### config.mk
export PLATFORM = sky130hd
export DESIGN_NAME = decimal_seven_segment_driver_top
export DESIGN_NICKNAME = d
export VERILOG_FILES = /design/src/sv/dssd_pkg.sv /design/src/sv/dssd_front.sv /design/src/sv/dssd_queue.sv /design/src/sv/dssd_back.sv /design/src/sv/decimal_seven_segment_driver_top.sv
export VERILOG_INCLUDE_DIRS = /design/src /design/src/sv
export SDC_FILE = /design/constraint.sdc
export NUM_CORES = 1
export LEC_CHECK = 0
export BUFFER_PORTS_ARGS = -buffer_cell sky130_fd_sc_hd__buf_2
export CAP_MARGIN = 25
export CELL_PAD_IN_SITES_DETAIL_PLACEMENT = 1
export CELL_PAD_IN_SITES_GLOBAL_PLACEMENT = 1
export CORE_UTILIZATION = 50
export DETAILED_ROUTE_END_ITERATION = 12
export HOLD_SLACK_MARGIN = 0.12
export PLACE_DENSITY_LB_ADDON = 0.08
export SLEW_MARGIN = 40
export SYNTH_ARGS = -nofsm -noshare
export SYNTH_HDL_FRONTEND = slang
export SYNTH_SLANG_ARGS = --single-unit
### constraint.sdc
create_clock -name clk -period 8 [get_ports clk]
set_input_delay 0.4 -clock clk [delete_from_list [all_inputs] [get_ports clk]]
set_output_delay 0.4 -clock clk [all_outputs]
set_load 0.005 [all_outputs]
### src/sv/decimal_seven_segment_driver_top_defines.svh
// Assertion macros used by the top-level file to check this block.
`ifndef DECIMAL_SEVEN_SEGMENT_DRIVER_TOP_DEFINES_SVH
`define DECIMAL_SEVEN_SEGMENT_DRIVER_TOP_DEFINES_SVH

// The consequent must hold in the same cycle as the antecedent.
`define DSSD_ASSERT_SAME(label, ante, cons, msg) \
  label: assert property (@(posedge clk) disable iff (!rst_n) (ante) |-> (cons)) \
    else $error(msg);

// The consequent must hold in the cycle after the antecedent.
`define DSSD_ASSERT_NEXT(label, ante, cons, msg) \
  label: assert property (@(posedge clk) disable iff (!rst_n) (ante) |=> (cons)) \
    else $error(msg);

`endif

### src/sv/dssd_pkg.sv
`default_nettype none

package dssd_pkg;

  localparam int DIGIT_POSITIONS_DEF = 8;
  localparam int NUM_W = 16;
  localparam int DIGIT_W = 4;
  localparam int NUM_DIGITS = 5;
  localparam int BCD_W = NUM_DIGITS * DIGIT_W;
  localparam int BITS_PER_STEP = 2;
  localparam int CONV_STEPS = NUM_W / BITS_PER_STEP;
  localparam int Q_DEPTH = 2;
  localparam int Q_AW = 1;

  localparam logic OPC_NUMBER = 1'b0;
  localparam logic OPC_DIGIT = 1'b1;
  localparam logic [3:0] DIGIT_MAX = 4'd9;
  localparam logic [7:0] SEG_POINT_MASK = 8'h7F;
  localparam logic [7:0] SEG_BLANK = 8'hFF;

  typedef struct packed {
    logic        opcode;
    logic [15:0] number_value;
    logic [3:0]  digit_value;
    logic [2:0]  digit_position;
    logic        point_on;
  } in_t;

  typedef struct packed {
    logic [7:0] segment_code;
    logic [7:0] position_mask;
    logic       last_of_run;
  } out_t;

  typedef struct packed {
    logic [BCD_W-1:0] bcd;
    logic [2:0]       ndig;
    logic [2:0]       first_pos;
    logic             point;
  } entry_t;

  typedef struct packed {
    logic full;
    logic empty;
  } q_stat_t;

  function automatic logic [7:0] seg_code(input logic [3:0] d);
    logic [7:0] s;
    case (d)
      4'd0: s = 8'hC0;
      4'd1: s = 8'hF9;
      4'd2: s = 8'hA4;
      4'd3: s = 8'hB0;
      4'd4: s = 8'h99;
      4'd5: s = 8'h92;
      4'd6: s = 8'h82;
      4'd7: s = 8'hF8;
      4'd8: s = 8'h80;
      4'd9: s = 8'h90;
      default: s = SEG_BLANK;
    endcase
    return s;
  endfunction

endpackage

`default_nettype wire

### src/sv/dssd_front.sv
`default_nettype none

module dssd_front import dssd_pkg::*; #(
  parameter int DIGIT_POSITIONS = DIGIT_POSITIONS_DEF
) (
  input  wire logic    clk,
  input  wire logic    rst_n,
  input  wire logic    in_valid,
  output logic         in_stall,
  input  wire in_t     in_data,
  input  wire q_stat_t q_stat,
  output logic         q_push,
  output entry_t       q_entry
);

  localparam logic [1:0] ST_IDLE = 2'd0;
  localparam logic [1:0] ST_CONV = 2'd1;
  localparam logic [1:0] ST_PUSH = 2'd2;

  logic [1:0]       state_r, state_nxt;
  logic [NUM_W-1:0] bin_r, bin_nxt;
  logic [BCD_W-1:0] bcd_r, bcd_nxt;
  logic [2:0]       step_r, step_nxt;
  logic             accept;
  logic             digit_ok;
  logic [2:0]       ndig;

  function automatic logic [BCD_W+NUM_W-1:0] dd_step(input logic [BCD_W+NUM_W-1:0] v);
    logic [BCD_W+NUM_W-1:0] t;
    t = v;
    for (int i = 0; i < NUM_DIGITS; i++) begin
      if (t[NUM_W + i*DIGIT_W +: DIGIT_W] >= 4'd5) begin
        t[NUM_W + i*DIGIT_W +: DIGIT_W] = t[NUM_W + i*DIGIT_W +: DIGIT_W] + 4'd3;
      end
    end
    return t << 1;
  endfunction

  assign in_stall = (state_r != ST_IDLE) | q_stat.full;
  assign accept = in_valid & ~in_stall;
  assign digit_ok = (in_data.digit_value <= DIGIT_MAX) &&
                    ({1'b0, in_data.digit_position} < 4'(DIGIT_POSITIONS));

  always_comb begin
    if (bcd_r[19:16] != 4'd0) begin
      ndig = 3'd5;
    end else if (bcd_r[15:12] != 4'd0) begin
      ndig = 3'd4;
    end else if (bcd_r[11:8] != 4'd0) begin
      ndig = 3'd3;
    end else if (bcd_r[7:4] != 4'd0) begin
      ndig = 3'd2;
    end else begin
      ndig = 3'd1;
    end
  end

  always_comb begin
    state_nxt = state_r;
    bin_nxt = bin_r;
    bcd_nxt = bcd_r;
    step_nxt = step_r;
    q_push = 1'b0;
    q_entry.bcd = bcd_r;
    q_entry.ndig = ndig;
    q_entry.first_pos = 3'd0;
    q_entry.point = 1'b0;
    case (state_r)
      ST_IDLE: begin
        if (accept) begin
          if (in_data.opcode == OPC_NUMBER) begin
            bin_nxt = in_data.number_value;
            bcd_nxt = '0;
            step_nxt = 3'd0;
            state_nxt = ST_CONV;
          end else if (digit_ok) begin
            q_push = 1'b1;
            q_entry.bcd = BCD_W'(in_data.digit_value);
            q_entry.ndig = 3'd1;
            q_entry.first_pos = in_data.digit_position;
            q_entry.point = in_data.point_on;
          end
        end
      end
      ST_CONV: begin
        {bcd_nxt, bin_nxt} = dd_step(dd_step({bcd_r, bin_r}));
        step_nxt = step_r + 3'd1;
        if (step_r == 3'(CONV_STEPS - 1)) begin
          state_nxt = ST_PUSH;
        end
      end
      ST_PUSH: begin
        if (!q_stat.full) begin
          q_push = 1'b1;
          state_nxt = ST_IDLE;
        end
      end
      default: begin
        state_nxt = ST_IDLE;
      end
    endcase
  end

  always_ff @(posedge clk) begin
    if (!rst_n) begin
      state_r <= ST_IDLE;
      step_r <= 3'd0;
    end else begin
      state_r <= state_nxt;
      step_r <= step_nxt;
    end
  end

  always_ff @(posedge clk) begin
    bin_r <= bin_nxt;
    bcd_r <= bcd_nxt;
  end

endmodule

`default_nettype wire

### src/sv/dssd_queue.sv
`default_nettype none

module dssd_queue import dssd_pkg::*; (
  input  wire logic   clk,
  input  wire logic   rst_n,
  input  wire logic   push,
  input  wire entry_t push_entry,
  input  wire logic   pop,
  output entry_t      head,
  output q_stat_t     stat
);

  entry_t          mem [Q_DEPTH];
  logic [Q_AW-1:0] wr_ptr_r;
  logic [Q_AW-1:0] rd_ptr_r;
  logic [Q_AW:0]   count_r;

  assign stat.full = (count_r == (Q_AW+1)'(Q_DEPTH));
  assign stat.empty = (count_r == '0);
  assign head = mem[rd_ptr_r];

  always_ff @(posedge clk) begin
    if (push) begin
      mem[wr_ptr_r] <= push_entry;
    end
  end

  always_ff @(posedge clk) begin
    if (!rst_n) begin
      wr_ptr_r <= '0;
      rd_ptr_r <= '0;
      count_r <= '0;
    end else begin
      if (push) begin
        wr_ptr_r <= wr_ptr_r + 1'b1;
      end
      if (pop) begin
        rd_ptr_r <= rd_ptr_r + 1'b1;
      end
      if (push && !pop) begin
        count_r <= count_r + 1'b1;
      end else if (pop && !push) begin
        count_r <= count_r - 1'b1;
      end
    end
  end

endmodule

`default_nettype wire

### src/sv/dssd_back.sv
`default_nettype none

module dssd_back import dssd_pkg::*; (
  input  wire logic    clk,
  input  wire logic    rst_n,
  input  wire entry_t  head,
  input  wire q_stat_t q_stat,
  output logic         q_pop,
  output logic         out_valid,
  input  wire logic    out_stall,
  output out_t         out_data
);

  logic [2:0]       rem_r;
  logic [2:0]       pos_r;
  logic [BCD_W-1:0] sh_r;
  logic             point_r;
  logic             out_valid_r;
  out_t             out_r;
  logic [BCD_W-1:0] aligned;
  logic             emit;
  out_t             res;

  always_comb begin
    case (head.ndig)
      3'd1: aligned = head.bcd << (4 * DIGIT_W);
      3'd2: aligned = head.bcd << (3 * DIGIT_W);
      3'd3: aligned = head.bcd << (2 * DIGIT_W);
      3'd4: aligned = head.bcd << DIGIT_W;
      default: aligned = head.bcd;
    endcase
  end

  assign q_pop = (rem_r == 3'd0) & ~q_stat.empty;
  assign emit = (rem_r != 3'd0) & (~out_valid_r | ~out_stall);

  assign res.segment_code = seg_code(sh_r[BCD_W-1 -: DIGIT_W]) &
                            (point_r ? SEG_POINT_MASK : SEG_BLANK);
  assign res.position_mask = 8'd1 << pos_r;
  assign res.last_of_run = (rem_r == 3'd1);

  assign out_valid = out_valid_r;
  assign out_data = out_r;

  always_ff @(posedge clk) begin
    if (!rst_n) begin
      rem_r <= 3'd0;
      out_valid_r <= 1'b0;
    end else begin
      if (q_pop) begin
        rem_r <= head.ndig;
      end else if (emit) begin
        rem_r <= rem_r - 3'd1;
      end
      if (emit) begin
        out_valid_r <= 1'b1;
      end else if (!out_stall) begin
        out_valid_r <= 1'b0;
      end
    end
  end

  always_ff @(posedge clk) begin
    if (q_pop) begin
      sh_r <= aligned;
      pos_r <= head.first_pos;
      point_r <= head.point;
    end else if (emit) begin
      sh_r <= sh_r << DIGIT_W;
      pos_r <= pos_r + 3'd1;
    end
    if (emit) begin
      out_r <= res;
    end
  end

endmodule

`default_nettype wire

### src/sv/decimal_seven_segment_driver_top.sv
// Seven-segment display driver. A show-number transaction converts its 16-bit
// value to decimal in the front end, two bits a cycle. Its digits are queued
// once converted and the queue is not full; the next transaction can be
// accepted in the cycle after that at the earliest. A show-digit transaction
// is queued in the cycle it is accepted, and one with a digit above nine or an
// unused position gives nothing. The back end takes a queued command and then
// sends one digit per cycle while the output is not stalled, most significant
// first at position 0 upward for a number and at its own position for a digit,
// with last_of_run marking each command's final digit. The front end stalls
// until a conversion has been queued and whenever the two-entry queue is full.
`default_nettype none

`include "decimal_seven_segment_driver_top_defines.svh"

module decimal_seven_segment_driver_top import dssd_pkg::*; #(
  parameter int DIGIT_POSITIONS = DIGIT_POSITIONS_DEF
) (
  input  wire logic clk,
  input  wire logic rst_n,
  input  wire logic in_valid,
  output logic      in_stall,
  input  wire in_t  in_data,
  output logic      out_valid,
  input  wire logic out_stall,
  output out_t      out_data
);

  q_stat_t q_stat;
  logic    q_push;
  logic    q_pop;
  entry_t  q_entry;
  entry_t  q_head;

  dssd_front #(
    .DIGIT_POSITIONS(DIGIT_POSITIONS)
  ) u_front (
    .clk      (clk),
    .rst_n    (rst_n),
    .in_valid (in_valid),
    .in_stall (in_stall),
    .in_data  (in_data),
    .q_stat   (q_stat),
    .q_push   (q_push),
    .q_entry  (q_entry)
  );

  dssd_queue u_queue (
    .clk        (clk),
    .rst_n      (rst_n),
    .push       (q_push),
    .push_entry (q_entry),
    .pop        (q_pop),
    .head       (q_head),
    .stat       (q_stat)
  );

  dssd_back u_back (
    .clk       (clk),
    .rst_n     (rst_n),
    .head      (q_head),
    .q_stat    (q_stat),
    .q_pop     (q_pop),
    .out_valid (out_valid),
    .out_stall (out_stall),
    .out_data  (out_data)
  );

  `DSSD_ASSERT_SAME(a_no_overflow, q_push, !q_stat.full || q_pop, "queue written while full")
  `DSSD_ASSERT_SAME(a_bad_digit_dropped,
    in_valid && !in_stall && in_data.opcode == OPC_DIGIT && in_data.digit_value > DIGIT_MAX,
    !q_push, "illegal digit was queued")
  `DSSD_ASSERT_SAME(a_pop_not_empty, q_pop, !q_stat.empty, "queue read while empty")

endmodule

`default_nettype wire

Yosys cells after proc, flatten, opt, wreduce, memory -nomap -nowiden:

Memory sizes are Yosys's and may differ from the RTL's. A register that Yosys moved wholly into a read port is not among the register bits.
Index checks and enable logic that the tools add are counted.

* flip-flop bits (word level): 90
* bits in latches: 0
* RAM bits: 54
* memory bits (read-only): 112
* output and inout port bits: 19
* word-level logic and storage cells: 147
* memories kept: 2

* $add $sub $neg: 17
* multiply operators: 0
* divide/modulo/power cells: 0
* magnitude comparators: 11
* equality and inequality tests: 14
* shift operators: 1
* mux-type cells: 59
* bitwise logic cells: 10
* reductions and logical operators: 18

Memories
* (name not given): words 16, width 7, read ports 1, clocked after memory_dff 1, write ports 0, RTL line dssd_pkg.sv:49 `case (d)`
* u_queue.mem: words 2, width 27, read ports 1, clocked after memory_dff 1, write ports 1, RTL line dssd_queue.sv:13 `entry_t mem [Q_DEPTH];`

Operator list (number)
* $mux W27: 4
* $mux W20: 4
* $pmux W20 S4: 1
* $mux W4: 13
* $ge A4 B3 Y1 const B: 10
* $pmux W20 S2: 1
* $mux W3: 12
* $add A4 B2 Y4 const B: 8
* $mux W16: 2
* $pmux W16 S2: 1
* $reduce_bool A4 Y1: 4
* $mux W2: 7
* $mux W1: 10
* $and A8 B8 Y8: 1
* $mux W8: 1
* $reduce_bool A2 Y1: 4
* $shl A1 B3 Y8 const A: 1
* $add A3 B1 Y3 const B: 2
* $add A3 B2 Y3 const B: 2
* $eq A3 B1 Y1 const B: 2
* $eq A3 B2 Y1 const B: 2
* $eq A3 B3 Y1 const B: 2
* $ne A2 B1 Y1 const B: 3
* $pmux W2 S3: 1
* 20 further kinds: 32

Longest topological paths before layout:

* depth after elaboration: 10
* mapped depth: 13
* mapped depth without buffers: 12

By module:

Synthesis repeated with hierarchy kept, for this count alone.

* cell total of the unflattened synthesis: 717
* area total of the unflattened synthesis: 8018.9 µm²

By module, submodules not included
* dssd_back: times used 1, cells each 295, area each 3025.4 µm², seq. area each 1451.4 µm²
* dssd_front: times used 1, cells each 316, area each 2829.0 µm², seq. area each 1181.1 µm²
* dssd_queue: times used 1, cells each 106, area each 2164.6 µm², seq. area each 1721.7 µm²

Worst setup path before layout:

OpenSTA, ideal clock, no wires.

* path kind: reg-to-reg
* start point: reg u_queue.count_r[0]
* end point: mem u_queue.mem[0][0] (netlist name) (enable)
* library setup time: 0.415 ns
* arrival time: 2.416 ns
* setup slack: 5.169 ns
* stages on the path, launching flop included: 6
* path buffers: 0
* cell sequence: dfxtp_1 > nand2b_1 > nand4_1 > a21o_1 > a21oi_1 > nor2b_1

* word-level cells in the longest chain between the ends: 8
* elaborated cells between the ends (all ways): 9

Ends and longest elaborated chain
* start: declaration: RTL line dssd_queue.sv:16 `logic [Q_AW:0] count_r;`
* start signal: assignment: RTL line dssd_queue.sv:41 `count_r <= count_r + 1'b1;`
* start signal: assignment: RTL line dssd_queue.sv:43 `count_r <= count_r - 1'b1;`
* $eq A2 B2 Y1 (*): RTL line dssd_queue.sv:18 `assign stat.full = (count_r == (Q_AW+1)'(Q_DEPTH));`
* $or A1 B1 Y1: RTL line dssd_front.sv:39 `assign in_stall = (state_r != ST_IDLE) | q_stat.full;`
* $not A1 Y1: RTL line dssd_front.sv:40 `assign accept = in_valid & ~in_stall;`
* $and A1 B1 Y1: RTL line dssd_front.sv:40
* $mux W1: RTL line dssd_front.sv:70 `if (accept) begin`
* $pmux W1 S2 (*): RTL line dssd_front.sv:68 `case (state_r)`
* $mux W1 (*): RTL line dssd_queue.sv:23 `if (push) begin`
* $mux W1 (not written as such) (*): RTL line dssd_queue.sv:24 `mem[wr_ptr_r] <= push_entry;`
* end: declaration: RTL line dssd_queue.sv:13

Mark *: on every way between the ends. The rest lies on a longest branch, timed or not.

==> impl_metrics.ini <==
[synth]
ys.flop_type = edfxtp_1
synth_area_leaders = edfxtp_1, ha_1, dfxtp_1, nand2_1, mux2i_1
synth_area_sq_mm = 0.00789
synthesis.nets = 761
yosysSeqAreaShare_pct = 55.2
syn-instance-count = 695
synth.most_common_cell = edfxtp_1
synth_area_leader_cell = edfxtp_1
synth-async-reset-ratio_pct = 0
syn_avg_cell_area_sq_um = 11.3
ys_types = 60
synthTopCellsByCount = edfxtp_1, nand2_1, nor2_1
ys_warn_count = 0
synth_edf_count = 131
synth.top_cell.area_share_pct = 49.9
ys_ff_latch = 152

[grt]
grt_pass1_wl_mm = 28.8
first_global_vias = 5644
gr-usage-all-layers_pct = 23.4
antenna_found_initial = 0
grt_max_degree = 41
overflow = 0

[timing]
period_share_pct = 37.9
min_period_ns = 3.03
max_freq_mhz = 330
setup_viol = 0
maxSlewHeadroom_pct = 44.2
layout_setup_ws_ns = 4.97
worstMarginPinSlew_ns = 0.814
slew_violations = 0
fin_tns_setup_ns = 0
hold_viol = 0
rsz0062_at_grt = false
fin_skew_ns = 0.00800

[clocking]
cts_made_buffers = 17
htree_levels = 4
path_clk_slew_ns = 0.06
cts.root.buffer_cell = clkbuf_16
ctsHoldBuffers = 0
cts_resized = 0
clockBufferDepth = 2
clock-sinks = 152
post_cts_buffers = 0
cts_tree = yes
clk_latency_ns = 0.43

[finish]
drive_gt1_share_pct = 15.9
fin_util_pct = 58.7
nFillCells = 1644
final_net_count = 814
area_growth_pct = 13.9
antenna_cells_inserted = 0

[routing]
routed_wirelength_mm = 18.0
dr.first_iter.drc_count = 305
route.detailed.drc = 0
via_count = 5384
drtAntennaViolNets = 0
routed_via_density = 5.54
drt_first_pass_iters = 5
drt-wirelength-per-cell_um = 18.5

[place]
place.gp.congestion = 0.864
place_ws_ns = 4.96
port_buffers = 47
dp_hpwl_mm = 13.0

[power_and_ir_drop]
p_leak_uw = 0.00348
clkPwrFrac_pct = 25.0
p_int_uw = 2260
irDropWorstVdd_v = 0.000157
seq_power_share_pct = 36.7
p_comb_share_pct = 38.3
netSwitchingPower_uw = 1280
swShare_pct = 36.2
power.density_mw_per_mm2 = 395
total_power_uw = 3550

[die]
start_util_pct = 51.5
io_pins = 48
die_area_sq_mm = 0.0163
die_w_um = 128
core_region_area_sq_mm = 0.0153
rows = 45
die_height_um = 128

[flow_run]
max_cap_viol_count = 0

[setup_path]
endpoint_kind = flop
crit_slowest_cell = dfxtp_4
path_class = flop to flop
cp_max_fo = 40
slowest_delay_ns = 0.71
critPathRequiredTime_ns = 8.29
cp-start-kind = flop
cp.arrival_ns = 3.32
crit_chain = mux2_4 -> nor2_1 -> a32oi_1 -> a32oi_1 -> inv_1 -> ha_1 -> inv_1 -> mux2i_1 -> a21oi_1

[hold_path]
hold_class = input pin to flop

[run_status]
status = finished clean
cell usage in the layout (no fill, tap or decap), types with 4 or more instances in the layout:
cell type,count
nor3b_1,13
dfxtp_1,20
or3_1,7
a22oi_1,4
o21ai_0,33
a211oi_1,5
a221oi_1,4
nor2_1,48
o21a_1,4
buf_4,8
xnor2_1,15
nor2b_1,16
a21oi_1,40
o22ai_1,6
mux2i_1,28
inv_1,36
mux2_2,13
a21boi_0,10
nand2_1,94
buf_2,47
a21o_1,5
edfxtp_1,131
nand2b_1,13
clkbuf_16,17
and2_1,25
ha_1,37
bufinv_16,5
nor3_1,9
nand4_1,6
sequential cells by signal, indices dropped and copies added, names as in the netlist, named ones only:
name,cells
u_back.out_data,17
u_queue.wr_ptr_r,1
u_queue.mem,54
u_back.pos_r,3
u_back.rem_r,3
u_front.bcd_r,20
u_queue.rd_ptr_r,1
u_back.res,7
u_back.sh_r,20
u_front.step_r,3
u_back.point_r,1
u_queue.count_r,2
u_front.bin_r,16
u_back.out_valid,1
u_front.state_r,2
critical path: cells and delay by family, from the launching register on:
kind            cells  cell delay [ns]
mux                 2             0.59
flops               1             0.71
simple gates        1             0.33
fa+ha+maj           1             0.33
buf+inv             2             0.20
compound gates      3             0.71
kinds of logic (layout without fill, tap and decap cells):
family                   after synthesis  in the layout  share of synthesized area [%]
multiplexers                          47             47                           6.50
XOR/XNOR                              17             17                           1.89
adder cells (fa/ha/maj)               37             37                           5.87
buffers and inverters                 58            124                           3.27
AO/OA/AOI/OAI                        141            141                           12.2
flip-flops                           152            152                           55.2
AND/OR/NAND/NOR                      243            243                           15.1
area by class of cell:
cell class / count / area (sq um) / area share [%]
inverter: 37 / 139 / 1.55
clock inverter: 14 / 219 / 2.44
tap: 211 / 264 / 2.94
timing repair buffer: 55 / 295 / 3.29
sequential: 152 / 4360 / 48.5
clock buffer: 18 / 429 / 4.78
multi-input combinational: 485 / 3280 / 36.5
metrics by stage:
stage / area, sq um / hold slack (ns) / std cells
2_1_floorplan: 7890 / 0.386 / 695
3_3_place_gp: 8330 / 0.393 / 940
3_5_place_dp: 8340 / 0.393 / 940
4_1_cts: 8980 / 0.224 / 972
5_1_grt: 8980 / 0.231 / 972
6_report: 8980 / 0.243 / 972
power by group through the flow:
stage / registers (uW) / clock network, uW / logic, uW
floorplan: 1260 / 0 / 1040
global placement: 1310 / 0 / 1280
detailed placement: 1320 / 0 / 1350
CTS: 1310 / 897 / 1370
global route: 1330 / 925 / 1510
finish: 1300 / 885 / 1360
per-layer routing:
layer	global-route usage (%)	up-vias	wire [um]
met5	0	-	0
met4	9.34	0	356
met3	4.52	24	584
met2	40.3	96	8960
met1	29.0	2651	8100
li1	-	2613	-
path summary, 6_finish.rpt:
path	from	end	slack, ns	cells past startpoint
max	flop	u_back.res[12]	4.97	9
min	in_data[20]	u_front.bin_r[12]	0.24	3
max reg2reg	flop	u_back.res[12]	4.97	9
min reg2reg	u_back.res[10]	u_back.out_data[10]	0.40	0
Note: power is estimated with default switching activity, not from simulation.
